### config.mk
export PLATFORM = sky130hd
export DESIGN_NAME = stepper_stall_detector
export DESIGN_NICKNAME = d
export VERILOG_FILES = /design/src/rtl/ssd_pkg.sv /design/src/rtl/ssd_measure.sv /design/src/rtl/ssd_judge.sv /design/src/rtl/stepper_stall_detector.sv
export SDC_FILE = /design/constraint.sdc
export NUM_CORES = 2
export LEC_CHECK = 0
export BUFFER_PORTS_ARGS = -buffer_cell sky130_fd_sc_hd__buf_4
export CAP_MARGIN = 10
export CORE_MARGIN = 8
export CORE_UTILIZATION = 35
export DETAILED_ROUTE_END_ITERATION = 8
export SETUP_SLACK_MARGIN = 0.02
export SLEW_MARGIN = 40
export SYNTH_ARGS = -nofsm -noshare
export SYNTH_HDL_FRONTEND = slang
export SYNTH_SLANG_ARGS = --single-unit
export TNS_END_PERCENT = 20
### constraint.sdc
create_clock -name clk -period 10.6 [get_ports clk]
set_input_delay 2.12 -clock clk [delete_from_list [all_inputs] [get_ports clk]]
set_output_delay 2.12 -clock clk [all_outputs]
set_load 0.01 [all_outputs]
### src/rtl/ssd_pkg.sv
`timescale 1ns / 1ps

package ssd_pkg;

	// joint count and field widths
	localparam int JOINTS      = 2;
	localparam int VEL_W       = 24;
	localparam int RATE_W      = 21;
	localparam int NOW_W       = 32;
	localparam int RATIO_W     = 32;
	localparam int PROD_W      = RATE_W + RATIO_W;
	localparam int CFG_W       = 32;
	localparam int CFG_IDX_W   = 3;
	localparam int IN_TDATA_W  = 80;
	localparam int OUT_TDATA_W = 40;
	localparam int TOTAL_W     = 32;
	localparam int SJOINT_W    = 2;

	// configuration register indexes
	typedef enum logic [CFG_IDX_W-1:0] {
		REG_ENABLE       = 3'd0,
		REG_RATIO_ONE    = 3'd1,
		REG_RATIO_TWO    = 3'd2,
		REG_MIN_PULSE    = 3'd3,
		REG_QUIET_VEL    = 3'd4,
		REG_MIN_EXPECTED = 3'd5,
		REG_STALL_TIME   = 3'd6
	} reg_idx_t;

	// item kinds
	typedef enum logic {
		KIND_SAMPLE = 1'b0,
		KIND_CLEAR  = 1'b1
	} kind_t;

	// configuration reset values
	localparam logic [19:0] MIN_PULSE_RST    = 20'd100;
	localparam logic [22:0] QUIET_VEL_RST    = 23'd50;
	localparam logic [23:0] MIN_EXPECTED_RST = 24'd200;
	localparam logic [15:0] STALL_TIME_RST   = 16'd500;

	typedef struct packed {
		logic                             enable;
		logic [JOINTS-1:0][RATIO_W-1:0]   ratio;
		logic [19:0]                      min_pulse_rate;
		logic [22:0]                      quiet_velocity;
		logic [23:0]                      min_expected_rate;
		logic [15:0]                      stall_time_ms;
	} cfg_t;

	// raw sample as taken from the input stream
	typedef struct packed {
		kind_t              kind;
		logic               joint;
		logic               trusted;
		logic [VEL_W-1:0]   vel;
		logic [RATE_W-1:0]  rate;
		logic [NOW_W-1:0]   now;
	} sample_t;

	// sample after magnitudes and the expected-rate product
	typedef struct packed {
		kind_t              kind;
		logic               joint;
		logic               trusted;
		logic [VEL_W-1:0]   vel_mag;
		logic [RATE_W-1:0]  rate_mag;
		logic [PROD_W-1:0]  expected;
		logic [NOW_W-1:0]   now;
	} meas_t;

endpackage

### src/rtl/ssd_measure.sv
`timescale 1ns / 1ps

module ssd_measure import ssd_pkg::*; (
	input  cfg_t    cfg,
	input  sample_t in_item,
	output meas_t   out_item
);

	logic [VEL_W-1:0]  vel_mag;
	logic [RATE_W-1:0] rate_mag;
	logic [RATIO_W-1:0] ratio;

	// absolute values of the signed fields
	assign vel_mag  = in_item.vel[VEL_W-1] ? VEL_W'(~in_item.vel + 1'b1) : in_item.vel;
	assign rate_mag = in_item.rate[RATE_W-1] ? RATE_W'(~in_item.rate + 1'b1) : in_item.rate;

	// counts-per-step ratio of the addressed joint
	assign ratio = cfg.ratio[in_item.joint];

	// expected rate product and passed fields
	always_comb begin
		out_item.kind     = in_item.kind;
		out_item.joint    = in_item.joint;
		out_item.trusted  = in_item.trusted;
		out_item.vel_mag  = vel_mag;
		out_item.rate_mag = rate_mag;
		out_item.expected = PROD_W'(rate_mag) * PROD_W'(ratio);
		out_item.now      = in_item.now;
	end

endmodule

### src/rtl/ssd_judge.sv
`timescale 1ns / 1ps

module ssd_judge import ssd_pkg::*; (
	input  logic                 clk,
	input  logic                 arst_n,
	input  cfg_t                 cfg,
	input  logic                 in_valid,
	output logic                 in_ready,
	input  meas_t                in_item,
	output logic                 out_valid,
	input  logic                 out_ready,
	output logic                 stall_latched,
	output logic [SJOINT_W-1:0]  stall_joint,
	output logic [TOTAL_W-1:0]   stall_total,
	output logic                 stop_request
);

	logic [JOINTS-1:0]             run_q, run_n;
	logic [JOINTS-1:0][NOW_W-1:0]  start_q, start_n;
	logic                          latched_q, latched_n;
	logic [SJOINT_W-1:0]           ljoint_q, ljoint_n;
	logic [TOTAL_W-1:0]            total_q, total_n;
	logic                          stop_q, stop_n;
	logic                          valid_q;
	logic                          take;
	logic                          suspect;
	logic                          judged;
	logic [NOW_W-1:0]              elapsed;
	logic [PROD_W-1:0]             vel_scaled;

	assign in_ready = !valid_q || out_ready;
	assign take     = in_valid && in_ready;

	// five times the velocity, scaled into Q16.16
	assign vel_scaled = PROD_W'({VEL_W'(0), in_item.vel_mag} * 3'd5) << 16;

	// suspicion test, proportional or unscaled
	always_comb begin
		if (cfg.ratio[in_item.joint] != '0) begin
			judged  = in_item.expected >= (PROD_W'(cfg.min_expected_rate) << 16);
			suspect = judged && (vel_scaled <= in_item.expected);
		end else begin
			judged  = in_item.rate_mag >= RATE_W'(cfg.min_pulse_rate);
			suspect = judged && (in_item.vel_mag <= VEL_W'(cfg.quiet_velocity));
		end
	end

	assign elapsed = in_item.now - start_q[in_item.joint];

	// timer and latch update
	always_comb begin
		run_n     = run_q;
		start_n   = start_q;
		latched_n = latched_q;
		ljoint_n  = ljoint_q;
		total_n   = total_q;
		stop_n    = 1'b0;
		if (in_item.kind == KIND_CLEAR) begin
			latched_n = 1'b0;
			ljoint_n  = '0;
		end else if (cfg.enable) begin
			if (!in_item.trusted || !suspect) begin
				run_n[in_item.joint] = 1'b0;
			end else if (!run_q[in_item.joint]) begin
				run_n[in_item.joint]   = 1'b1;
				start_n[in_item.joint] = in_item.now;
			end else if (elapsed > NOW_W'(cfg.stall_time_ms)) begin
				run_n[in_item.joint] = 1'b0;
				if (!latched_q) begin
					latched_n = 1'b1;
					ljoint_n  = SJOINT_W'(in_item.joint) + 1'b1;
					total_n   = total_q + 1'b1;
					stop_n    = 1'b1;
				end
			end
		end
	end

	// control state
	always_ff @(posedge clk or negedge arst_n) begin
		if (!arst_n) begin
			valid_q   <= 1'b0;
			run_q     <= '0;
			start_q   <= '0;
			latched_q <= 1'b0;
			ljoint_q  <= '0;
			total_q   <= '0;
			stop_q    <= 1'b0;
		end else if (in_ready) begin
			valid_q <= in_valid;
			if (take) begin
				run_q     <= run_n;
				start_q   <= start_n;
				latched_q <= latched_n;
				ljoint_q  <= ljoint_n;
				total_q   <= total_n;
				stop_q    <= stop_n;
			end
		end
	end

	// result fields follow the state left by the last transfer
	assign out_valid     = valid_q;
	assign stall_latched = latched_q;
	assign stall_joint   = ljoint_q;
	assign stall_total   = total_q;
	assign stop_request  = stop_q;

	a_latch_joint: assert property (@(posedge clk) disable iff (!arst_n)
		latched_q == (ljoint_q != '0))
		else $error("latch flag and latched joint disagree");

	a_stop_latched: assert property (@(posedge clk) disable iff (!arst_n)
		stop_q |-> latched_q)
		else $error("stop request without a latched stall");

	a_total_step: assert property (@(posedge clk) disable iff (!arst_n)
		!$stable(total_q) |-> stop_q && (total_q == $past(total_q) + 1'b1))
		else $error("stall total moved without a new stall");

endmodule

### src/rtl/stepper_stall_detector.sv
`timescale 1ns / 1ps
// Stall watchdog for two stepper joints with encoders.
// Input stream: one item per transfer. tuser is the kind (sample or clear
// latch); tdata carries joint, trusted flag, signed encoder velocity, signed
// step pulse rate and a millisecond time stamp.
// Output stream: exactly one result per input item, in order: latch state,
// latched joint, stall total and a one-result stop request.
// Configuration: write enable, register index and data; written while idle.
// An item sits in the input register while the expected-rate multiply and
// the judge logic run, and its result is registered in the result register.
// Throughput is one item per cycle while results are taken; the input register
// takes a new item in the same cycle that its item moves on into the result register.
// When the receiver stalls, the result holds, the input register fills, and
// s_axis_tready falls until the result is taken.
// Reset clears the timers, latch and total and loads the default thresholds;
// the watchdog starts disabled.

module stepper_stall_detector import ssd_pkg::*; (
	input  logic                   clk,
	input  logic                   arst_n,
	input  logic                   s_axis_tvalid,
	output logic                   s_axis_tready,
	// joint, reading_trusted, encoder_velocity[23:0], pulse_rate[20:0], now_ms[31:0], pad
	input  logic [IN_TDATA_W-1:0]  s_axis_tdata,
	// kind
	input  logic                   s_axis_tuser,
	output logic                   m_axis_tvalid,
	input  logic                   m_axis_tready,
	// stall_latched, stall_joint[1:0], stall_total[31:0], stop_request, pad
	output logic [OUT_TDATA_W-1:0] m_axis_tdata,
	input  logic                   cfg_we,
	input  logic [CFG_IDX_W-1:0]   cfg_index,
	input  logic [CFG_W-1:0]       cfg_data
);

	cfg_t                cfg_q;
	logic                valid_s1;
	sample_t             item_s1;
	logic                ready_s1;
	meas_t               meas_item;
	logic                judge_ready;
	logic                stall_latched;
	logic [SJOINT_W-1:0] stall_joint;
	logic [TOTAL_W-1:0]  stall_total;
	logic                stop_request;

	// configuration registers
	always_ff @(posedge clk or negedge arst_n) begin
		if (!arst_n) begin
			cfg_q.enable            <= 1'b0;
			cfg_q.ratio             <= '0;
			cfg_q.min_pulse_rate    <= MIN_PULSE_RST;
			cfg_q.quiet_velocity    <= QUIET_VEL_RST;
			cfg_q.min_expected_rate <= MIN_EXPECTED_RST;
			cfg_q.stall_time_ms     <= STALL_TIME_RST;
		end else if (cfg_we) begin
			unique case (reg_idx_t'(cfg_index))
				REG_ENABLE:       cfg_q.enable            <= cfg_data[0];
				REG_RATIO_ONE:    cfg_q.ratio[0]          <= cfg_data;
				REG_RATIO_TWO:    cfg_q.ratio[1]          <= cfg_data;
				REG_MIN_PULSE:    cfg_q.min_pulse_rate    <= cfg_data[19:0];
				REG_QUIET_VEL:    cfg_q.quiet_velocity    <= cfg_data[22:0];
				REG_MIN_EXPECTED: cfg_q.min_expected_rate <= cfg_data[23:0];
				REG_STALL_TIME:   cfg_q.stall_time_ms     <= cfg_data[15:0];
				default: ;
			endcase
		end
	end

	// input register
	assign ready_s1      = !valid_s1 || judge_ready;
	assign s_axis_tready = ready_s1;

	always_ff @(posedge clk or negedge arst_n) begin
		if (!arst_n) begin
			valid_s1 <= 1'b0;
		end else if (ready_s1) begin
			valid_s1 <= s_axis_tvalid;
		end
	end

	always_ff @(posedge clk) begin
		if (ready_s1 && s_axis_tvalid) begin
			item_s1.kind    <= kind_t'(s_axis_tuser);
			item_s1.joint   <= s_axis_tdata[0];
			item_s1.trusted <= s_axis_tdata[1];
			item_s1.vel     <= s_axis_tdata[25:2];
			item_s1.rate    <= s_axis_tdata[46:26];
			item_s1.now     <= s_axis_tdata[78:47];
		end
	end

	// magnitudes and expected rate
	ssd_measure u_measure (
		.cfg      (cfg_q),
		.in_item  (item_s1),
		.out_item (meas_item)
	);

	// suspicion timers, latch and result
	ssd_judge u_judge (
		.clk           (clk),
		.arst_n        (arst_n),
		.cfg           (cfg_q),
		.in_valid      (valid_s1),
		.in_ready      (judge_ready),
		.in_item       (meas_item),
		.out_valid     (m_axis_tvalid),
		.out_ready     (m_axis_tready),
		.stall_latched (stall_latched),
		.stall_joint   (stall_joint),
		.stall_total   (stall_total),
		.stop_request  (stop_request)
	);

	// result packing
	assign m_axis_tdata = {4'd0, stop_request, stall_total, stall_joint, stall_latched};

endmodule
# Yosys cells after proc, flatten, opt, wreduce, memory -nomap -nowiden
# Cells that the tools add are included.
op_classes:
  n_bitwise: 9
  magnitude_cmp: 7
  n_mul: 2
  eq_ne: 9
  n_mux: 34
  n_reduce_logical: 30
  add_sub_neg: 5
ops:
  columns: ["op", "n"]
  rows:
  - ["32-bit two-way mux", 5]
  - ["64-bit bitwise mux", 1]
  - ["53-bit by 40-bit >= comparator with 1-bit output", 1]
  - ["43-bit by 53-bit <= comparator with 1-bit output", 1]
  - ["21-bit by 32-bit multiplier with 53-bit output", 1]
  - ["32-bit by 1-bit adder with 32-bit output (second input constant)", 1]
  - ["32-bit demux with 1-bit select", 1]
  - ["32-bit by 16-bit > comparator with 1-bit output", 1]
  - ["32-bit nonzero test", 1]
  - ["32-bit subtractor", 1]
  - ["24-bit by 3-bit multiplier with 27-bit output (second input constant)", 1]
  - ["24-bit by 1-bit adder with 24-bit output (second input constant)", 1]
  - ["24-bit by 23-bit <= comparator with 1-bit output", 1]
  - ["24-bit two-way mux", 1]
  - ["24-bit NOT", 1]
  - ["21-bit by 1-bit adder with 21-bit output (second input constant)", 1]
  - ["21-bit by 20-bit >= comparator with 1-bit output", 1]
  - ["21-bit two-way mux", 1]
  - ["21-bit NOT", 1]
  - ["2-bit two-way mux", 9]
  - ["2-bit AND reduction", 8]
  - ["1-bit two-way mux", 15]
  - ["6-bit AND reduction", 2]
  - ["3-bit == test (second input constant)", 3]
  - ["other kinds (20)", 36]
word_totals:
  elab_cells: 118
  inputBits: 121
  output_inout_bits: 42
  regBits: 332

# Depth between registers and ports, before layout
depth:
  ltp_word: 12
  mapped_depth: 53
  mapped_depth_nobuf: 48

# Hierarchy
# A second synthesis with hierarchy kept.
unflattened:
  cells_unflattened: 4299
  area_unflattened_um2: 41816.4
modules_own_cells:
  columns: ["module", "seq_area_each_um2", "n_inst", "area_per_inst_um2", "cells_per_inst"]
  rows:
  - ["ssd_measure", 0.0, 1, 22730.6, 2688]
  - ["ssd_judge", 2577.5, 1, 10612.7, 1201]
  - ["stepper_stall_detector", 6149.6, 1, 8473.1, 410]

# Worst setup path after synthesis
# No wires, ideal clock.
synth_path:
  path_type: "reg-to-reg"
  startpoint: "register item_s1[32] (netlist name)"
  endpoint: "register u_judge.start_q[10] (netlist name)"
  required_time_ns: 10.475
  setup_ns: 0.125
  arrival_ns: 11.631
  path_slack_ns: -1.155
  synth_period_minus_slack_ns: 11.755
  n_path_buf: 6
  stages_incl_launch_ff: 45
  cell_sequence: "edfxtp_1 > clkbuf_1 > clkinv_1 > clkbuf_1 > ha_1 > nand2_1 > or3_1 > or4_1 > nand2b_1 > or4b_2 > clkbuf_1 > nor2_1 > fa_1 > fa_1 > fa_1 > fa_1 > fa_1 > fa_1 > (+9 left out) > o31ai_1 > a21bo_2 > a31oi_1 > xor2_1 > inv_1 > ha_1 > a21o_1 > a21o_1 > a21oi_1 > o31ai_1 > a2111o_1 > a211oi_2 > o2111ai_1 > or4_1 > buf_4 > nand4_2 > buf_4 > mux2_2"
synth_between:
  elab_chain_len: 11
  elab_cells_between_ends: 14
  classes_between: "add/sub (1); mul (1); order compare (3); mux (2); bitwise (2); reduce/logical (5)"
synth_lines:
  columns: ["item", "line_no", "source"]
  rows:
  - ["start, declared", "stepper_stall_detector.sv:38", "sample_t item_s1;"]
  - ["21-bit NOT", "ssd_measure.sv:15", "assign rate_mag = in_item.rate[RATE_W-1] ? RATE_W'(~in_item.rate + 1'b1) : in_item.rate;"]
  - ["21-bit by 1-bit adder with 21-bit output", "ssd_measure.sv:15", null]
  - ["21-bit two-way mux *", "ssd_measure.sv:15", null]
  - ["21-bit by 32-bit multiplier with 53-bit output", "ssd_measure.sv:27", "out_item.expected = PROD_W'(rate_mag) * PROD_W'(ratio);"]
  - ["53-bit by 40-bit >= comparator with 1-bit output or 43-bit by 53-bit <= comparator with 1-bit output (tied branches)", "ssd_judge.sv:40, ssd_judge.sv:41", null]
  - ["1-bit logical AND", "ssd_judge.sv:41", "suspect = judged && (vel_scaled <= in_item.expected);"]
  - ["1-bit two-way mux *", "ssd_judge.sv:39", "if (cfg.ratio[in_item.joint] != '0) begin"]
  - ["1-bit zero test *", "ssd_judge.sv:62", "if (!in_item.trusted || !suspect) begin"]
  - ["1-bit logical OR *", "ssd_judge.sv:62", null]
  - ["1-bit NOT (no source line) *", null, null]
  - ["6-bit AND reduction (no source line) *", null, null]
  - ["end signal, assigned", "ssd_judge.sv:93", "start_q <= start_n;"]
  - ["end, declared", "ssd_judge.sv:19", "logic [JOINTS-1:0][NOW_W-1:0] start_q, start_n;"]
# Mark *: on every way between the ends. The rest lies on a longest branch, timed or not.
# A chain may end at the register's enable or synchronous reset.

# Final worst setup path
layout_path:
  startpoint: "register item_s1[32] (netlist name)"
  endpoint: "register u_judge.start_q[56] (netlist name)"
# Same word-level chain as after synthesis.

==> results.txt <==
After detailed routing, the average wire length per cell comes to 19.5 um. In this run the deepest clock path goes through 3 buffers. The floorplan step defined a die boundary enclosing 128000 sq um. In this run, distinct cell masters in the synthesized netlist total 95. The cell occurring most often along the worst timing path was sky130_fd_sc_hd__fa_1. The actual slew at the worst max-slew pin was 763 ps. The count of final max-slew check failures was 0. The number of placed instances, taps included, is 6128. The top cell type by area accounts for 27.9% of the synthesized area.

Yosys attributes the largest share of cell area to sky130_fd_sc_hd__fa_1, sky130_fd_sc_hd__dfrtp_1, sky130_fd_sc_hd__ha_1. The leading cell type by number of instances after synthesis was sky130_fd_sc_hd__inv_1. STA classifies the critical path startpoint as a flip-flop. The number of global-route vias before repair was 33800.

The tools report the final setup violation count as 102. For this design the top-level I/O count stands at 163. The type of the tightest min-delay check is flip-flop to flip-flop. The clock edge transition at the registers on the reported setup and hold paths works out to 80 ps. The startpoint-to-endpoint class of the critical path is flip-flop to flip-flop.

In the routed layout, each cell is associated on average with a via count of 5.08. The final reports fail on setup timing. For the required time at the endpoint of the critical path, the log shows 11090 ps. The most common flop cell mapped by yosys is sky130_fd_sc_hd__dfrtp_1. The peak fanout along the critical path is 6.

Setup repair after global routing could not meet its margin everywhere. The sequential-to-total area share from yosys stat came out at 21.4%. Worst-case reg-to-reg path depth: 42. Of the cells placed in the final design, the portion with a size suffix greater than 1 is 22.4%. The total DRC errors in the routed layout was 0. The worst register-to-register path begins at item_s1[32]$_DFFE_PP_. Global routing used 19.4% of the available tracks across all layers.

The HPWL reported at the end of detailed placement was 99.2 mm; the initial antenna violation count was 6. The run gives 122 mm as the aggregate routed wire length. The hold violation total from the final report is 0. For this run, the detailed router's first-pass iteration total came to 5. The startpoint identified for the worst hold timing path is u_judge.stall_total[31]$_DFFE_PN0P_. The run gives 650 ps as the later-pin clock latency in the skew report. The logs give 31700 for the via total after detailed routing and 87.4 MHz for the upper clock frequency limit. Across the run, the number of max-cap violations was 0.

The cell count after synthesis was 4210; the final clock period utilization by the worst path was 108%. Once layout is complete, the cells apart from fillers number 6242. TritonCTS built the clock tree.

The cell depth of the worst hold path is 1, and the net total in the final layout is 5723. The flow ran to the end, but the final reports show violations. The number of I/O port buffers was 157. The initialized floorplan defines 125 standard-cell rows. Sorting the synthesized cells by how often they occur yields sky130_fd_sc_hd__inv_1, sky130_fd_sc_hd__nand2_1, sky130_fd_sc_hd__fa_1. The run gives 54.8 ps as the final worst clock skew. The largest incremental delay on the critical path is 570 ps, and the die outline height is 357 um. The first global-routing pass estimated 194 mm of wire.

Among all stages on the critical path, the largest delay is contributed by sky130_fd_sc_hd__or4b_4. The time the worst path needs with I/O delays and setup was 11450 ps; the H-tree depth reported by CTS was 2. In this run the horizontal extent of the chip is 357 um.

The run gives 116000 sq um as the core area. The area growth from synthesis to layout is 21.3%. The critical register-to-register path endpoint was u_judge.start_q[56]$_DFFE_PN0P_. The initial core utilization came out at 35.2%. The Yosys step of the flow raised 0 warnings.

After synthesis, the share of flip-flops with an asynchronous set or reset is 75.9%. The weighted congestion reported at the end of routability-driven placement is 0.912, and the reg-to-reg setup timing slack is -850 ps. Counting every sink on the clock net gives 332.

Maximum number of pins on one net before global-route repair: 80. The tools report the arrival time reported for the critical path endpoint as 11940 ps. The run gives 0 as the global route total overflow.

The tools report the end point of the worst hold path as u_judge.stall_total[31]$_DFFE_PN0P_. sky130_fd_sc_hd__fa_1 takes more of the synthesized area than any other cell. Headroom to the max-slew limit came out at 49.1%.

The logs give -846 ps for the least setup slack across all paths after layout and 0 for the count of nets left with antenna violations after detail routing. Clock tree synthesis inserted a total of 43 buffers. Dividing the synthesized area by the synthesized cell count gives 9.68 sq um. The tools report the critical path capture point type as a flip-flop. After the first detailed-routing iteration, the DRC count stood at 2035. The number of register bits inferred by synthesis came out at 332. The number of enable-type register cells in the synthesized netlist was 80. The tree is rooted in a sky130_fd_sc_hd__clkbuf_16. The synthesized cell area is 40800 sq um.
==> what timing repair did <==
| item | CTS | global route |
|---|---|---|
| hold buffers | 0 | 0 |
| endpoints found under the setup margin | 102 | 102 |
| buffers inserted | 21 | 7 |
| resized for setup | 99 | 56 |
| cloned | 3 | 2 |
| pin swaps | 26 | 14 |
==> cell type report <==
class	count	area, sq um
multi-input combinational	3033	29700
tap	1524	1910
fill	11100	66500
inverter	683	2580
antenna	1	2.50
sequential	332	8730
clock buffer	56	1180
timing repair buffer	589	5040
clock inverter	24	314
==> cell families (layout without fill, tap and decap cells) <==
| logic type | count (synthesis) | after routing | share of synthesized area [%] |
|---|---|---|---|
| adder cells (fa/ha/maj) | 920 | 920 | 38.7 |
| multiplexers | 296 | 296 | 7.96 |
| AO/OA/AOI/OAI | 477 | 477 | 7.95 |
| flip-flops | 332 | 332 | 21.4 |
| AND/OR/NAND/NOR | 1193 | 1193 | 12.9 |
| buffers and inverters | 848 | 1352 | 8.01 |
| XOR/XNOR | 143 | 143 | 3.07 |
| other | 1 | 5 | 0.00920 |
==> how the worst max path moves through the flow <==
stage	slack (ps)	endpoint	cells after the start	startpoint
2_1_floorplan	9	u_judge.start_q[35]$_DFFE_PN0P_	43	item_s1[32]$_DFFE_PP_
3_3_place_gp	-1110	u_judge.start_q[42]$_DFFE_PN0P_	42	item_s1[32]$_DFFE_PP_
3_5_place_dp	-1120	u_judge.start_q[45]$_DFFE_PN0P_	42	item_s1[32]$_DFFE_PP_
4_1_cts	-890	u_judge.start_q[63]$_DFFE_PN0P_	41	item_s1[32]$_DFFE_PP_
5_1_grt	-1230	u_judge.stall_total[27]$_DFFE_PN0P_	51	item_s1[32]$_DFFE_PP_
6_report	-850	u_judge.start_q[56]$_DFFE_PN0P_	42	item_s1[32]$_DFFE_PP_
==> routing by layer <==
metal	up-vias	GRT usage (%)	share of wire, %
met5	-	0	0.011
met4	2	5.79	3.3
li1	14600	-	-
met3	210	3.25	6.9
met2	996	31.4	46
met1	15900	26.6	44
==> per-stage QoR <==
step / hold slack (ps) / cell area, sq um / utilization, % / setup WS (ps) / setup TNS [ps]
4_1_cts: 475 / 49100 / 42.3 / -889 / -80860
2_1_floorplan: 444 / 41200 / - / 8.64 / 0
3_5_place_dp: 458 / 47000 / 40.5 / -1120 / -105260
3_3_place_gp: 457 / 46900 / 40.5 / -1110 / -102470
6_report: 479 / 49400 / 42.7 / -846 / -76610
5_1_grt: 507 / 49400 / 42.7 / -1230 / -115200
==> worst max-delay path, delay by kind of cell, from the launching register on <==
kind / cells / cell delay [ps]
compound gates: 6 / 1290
mux: 1 / 320
simple gates: 17 / 3890
buf+inv: 7 / 990
fa+ha+maj: 10 / 4060
flops: 1 / 490
xor+xnor: 1 / 190
==> placed cells by master (no fill, tap or decap), types with 19 or more instances in the layout <==
cell type                   instances
sky130_fd_sc_hd__mux2i_1           74
sky130_fd_sc_hd__buf_12            36
sky130_fd_sc_hd__mux2_4            37
sky130_fd_sc_hd__ha_1             340
sky130_fd_sc_hd__o21ai_0           96
sky130_fd_sc_hd__nand4_1           32
sky130_fd_sc_hd__inv_1            671
sky130_fd_sc_hd__mux2_2           181
sky130_fd_sc_hd__nand2_1          565
sky130_fd_sc_hd__xor2_1            56
sky130_fd_sc_hd__dfrtp_1          237
sky130_fd_sc_hd__nor3_1            19
sky130_fd_sc_hd__clkbuf_16         46
sky130_fd_sc_hd__nand2b_1          19
sky130_fd_sc_hd__nand3_1           45
sky130_fd_sc_hd__o21a_1            26
sky130_fd_sc_hd__nor2_1           319
sky130_fd_sc_hd__a21o_1            70
sky130_fd_sc_hd__nor4_1            20
sky130_fd_sc_hd__fa_1             556
sky130_fd_sc_hd__edfxtp_1          80
sky130_fd_sc_hd__buf_4            534
sky130_fd_sc_hd__xnor2_1           71
sky130_fd_sc_hd__a21oi_1           98
sky130_fd_sc_hd__and2_1            24
==> flip-flops by register name (all words and copies together) (netlist names), named ones only <==
register / flops
u_judge.start_q: 64
u_judge.out_valid: 1
item_s1: 80
u_judge.stop_request: 1
u_judge.stall_total: 32
valid_s1: 1
u_judge.stall_latched: 1
cfg_q: 148
u_judge.stall_joint: 2
Power is not shown: default switching activity piles up to over one toggle a cycle in this logic, so the estimate is an artifact.
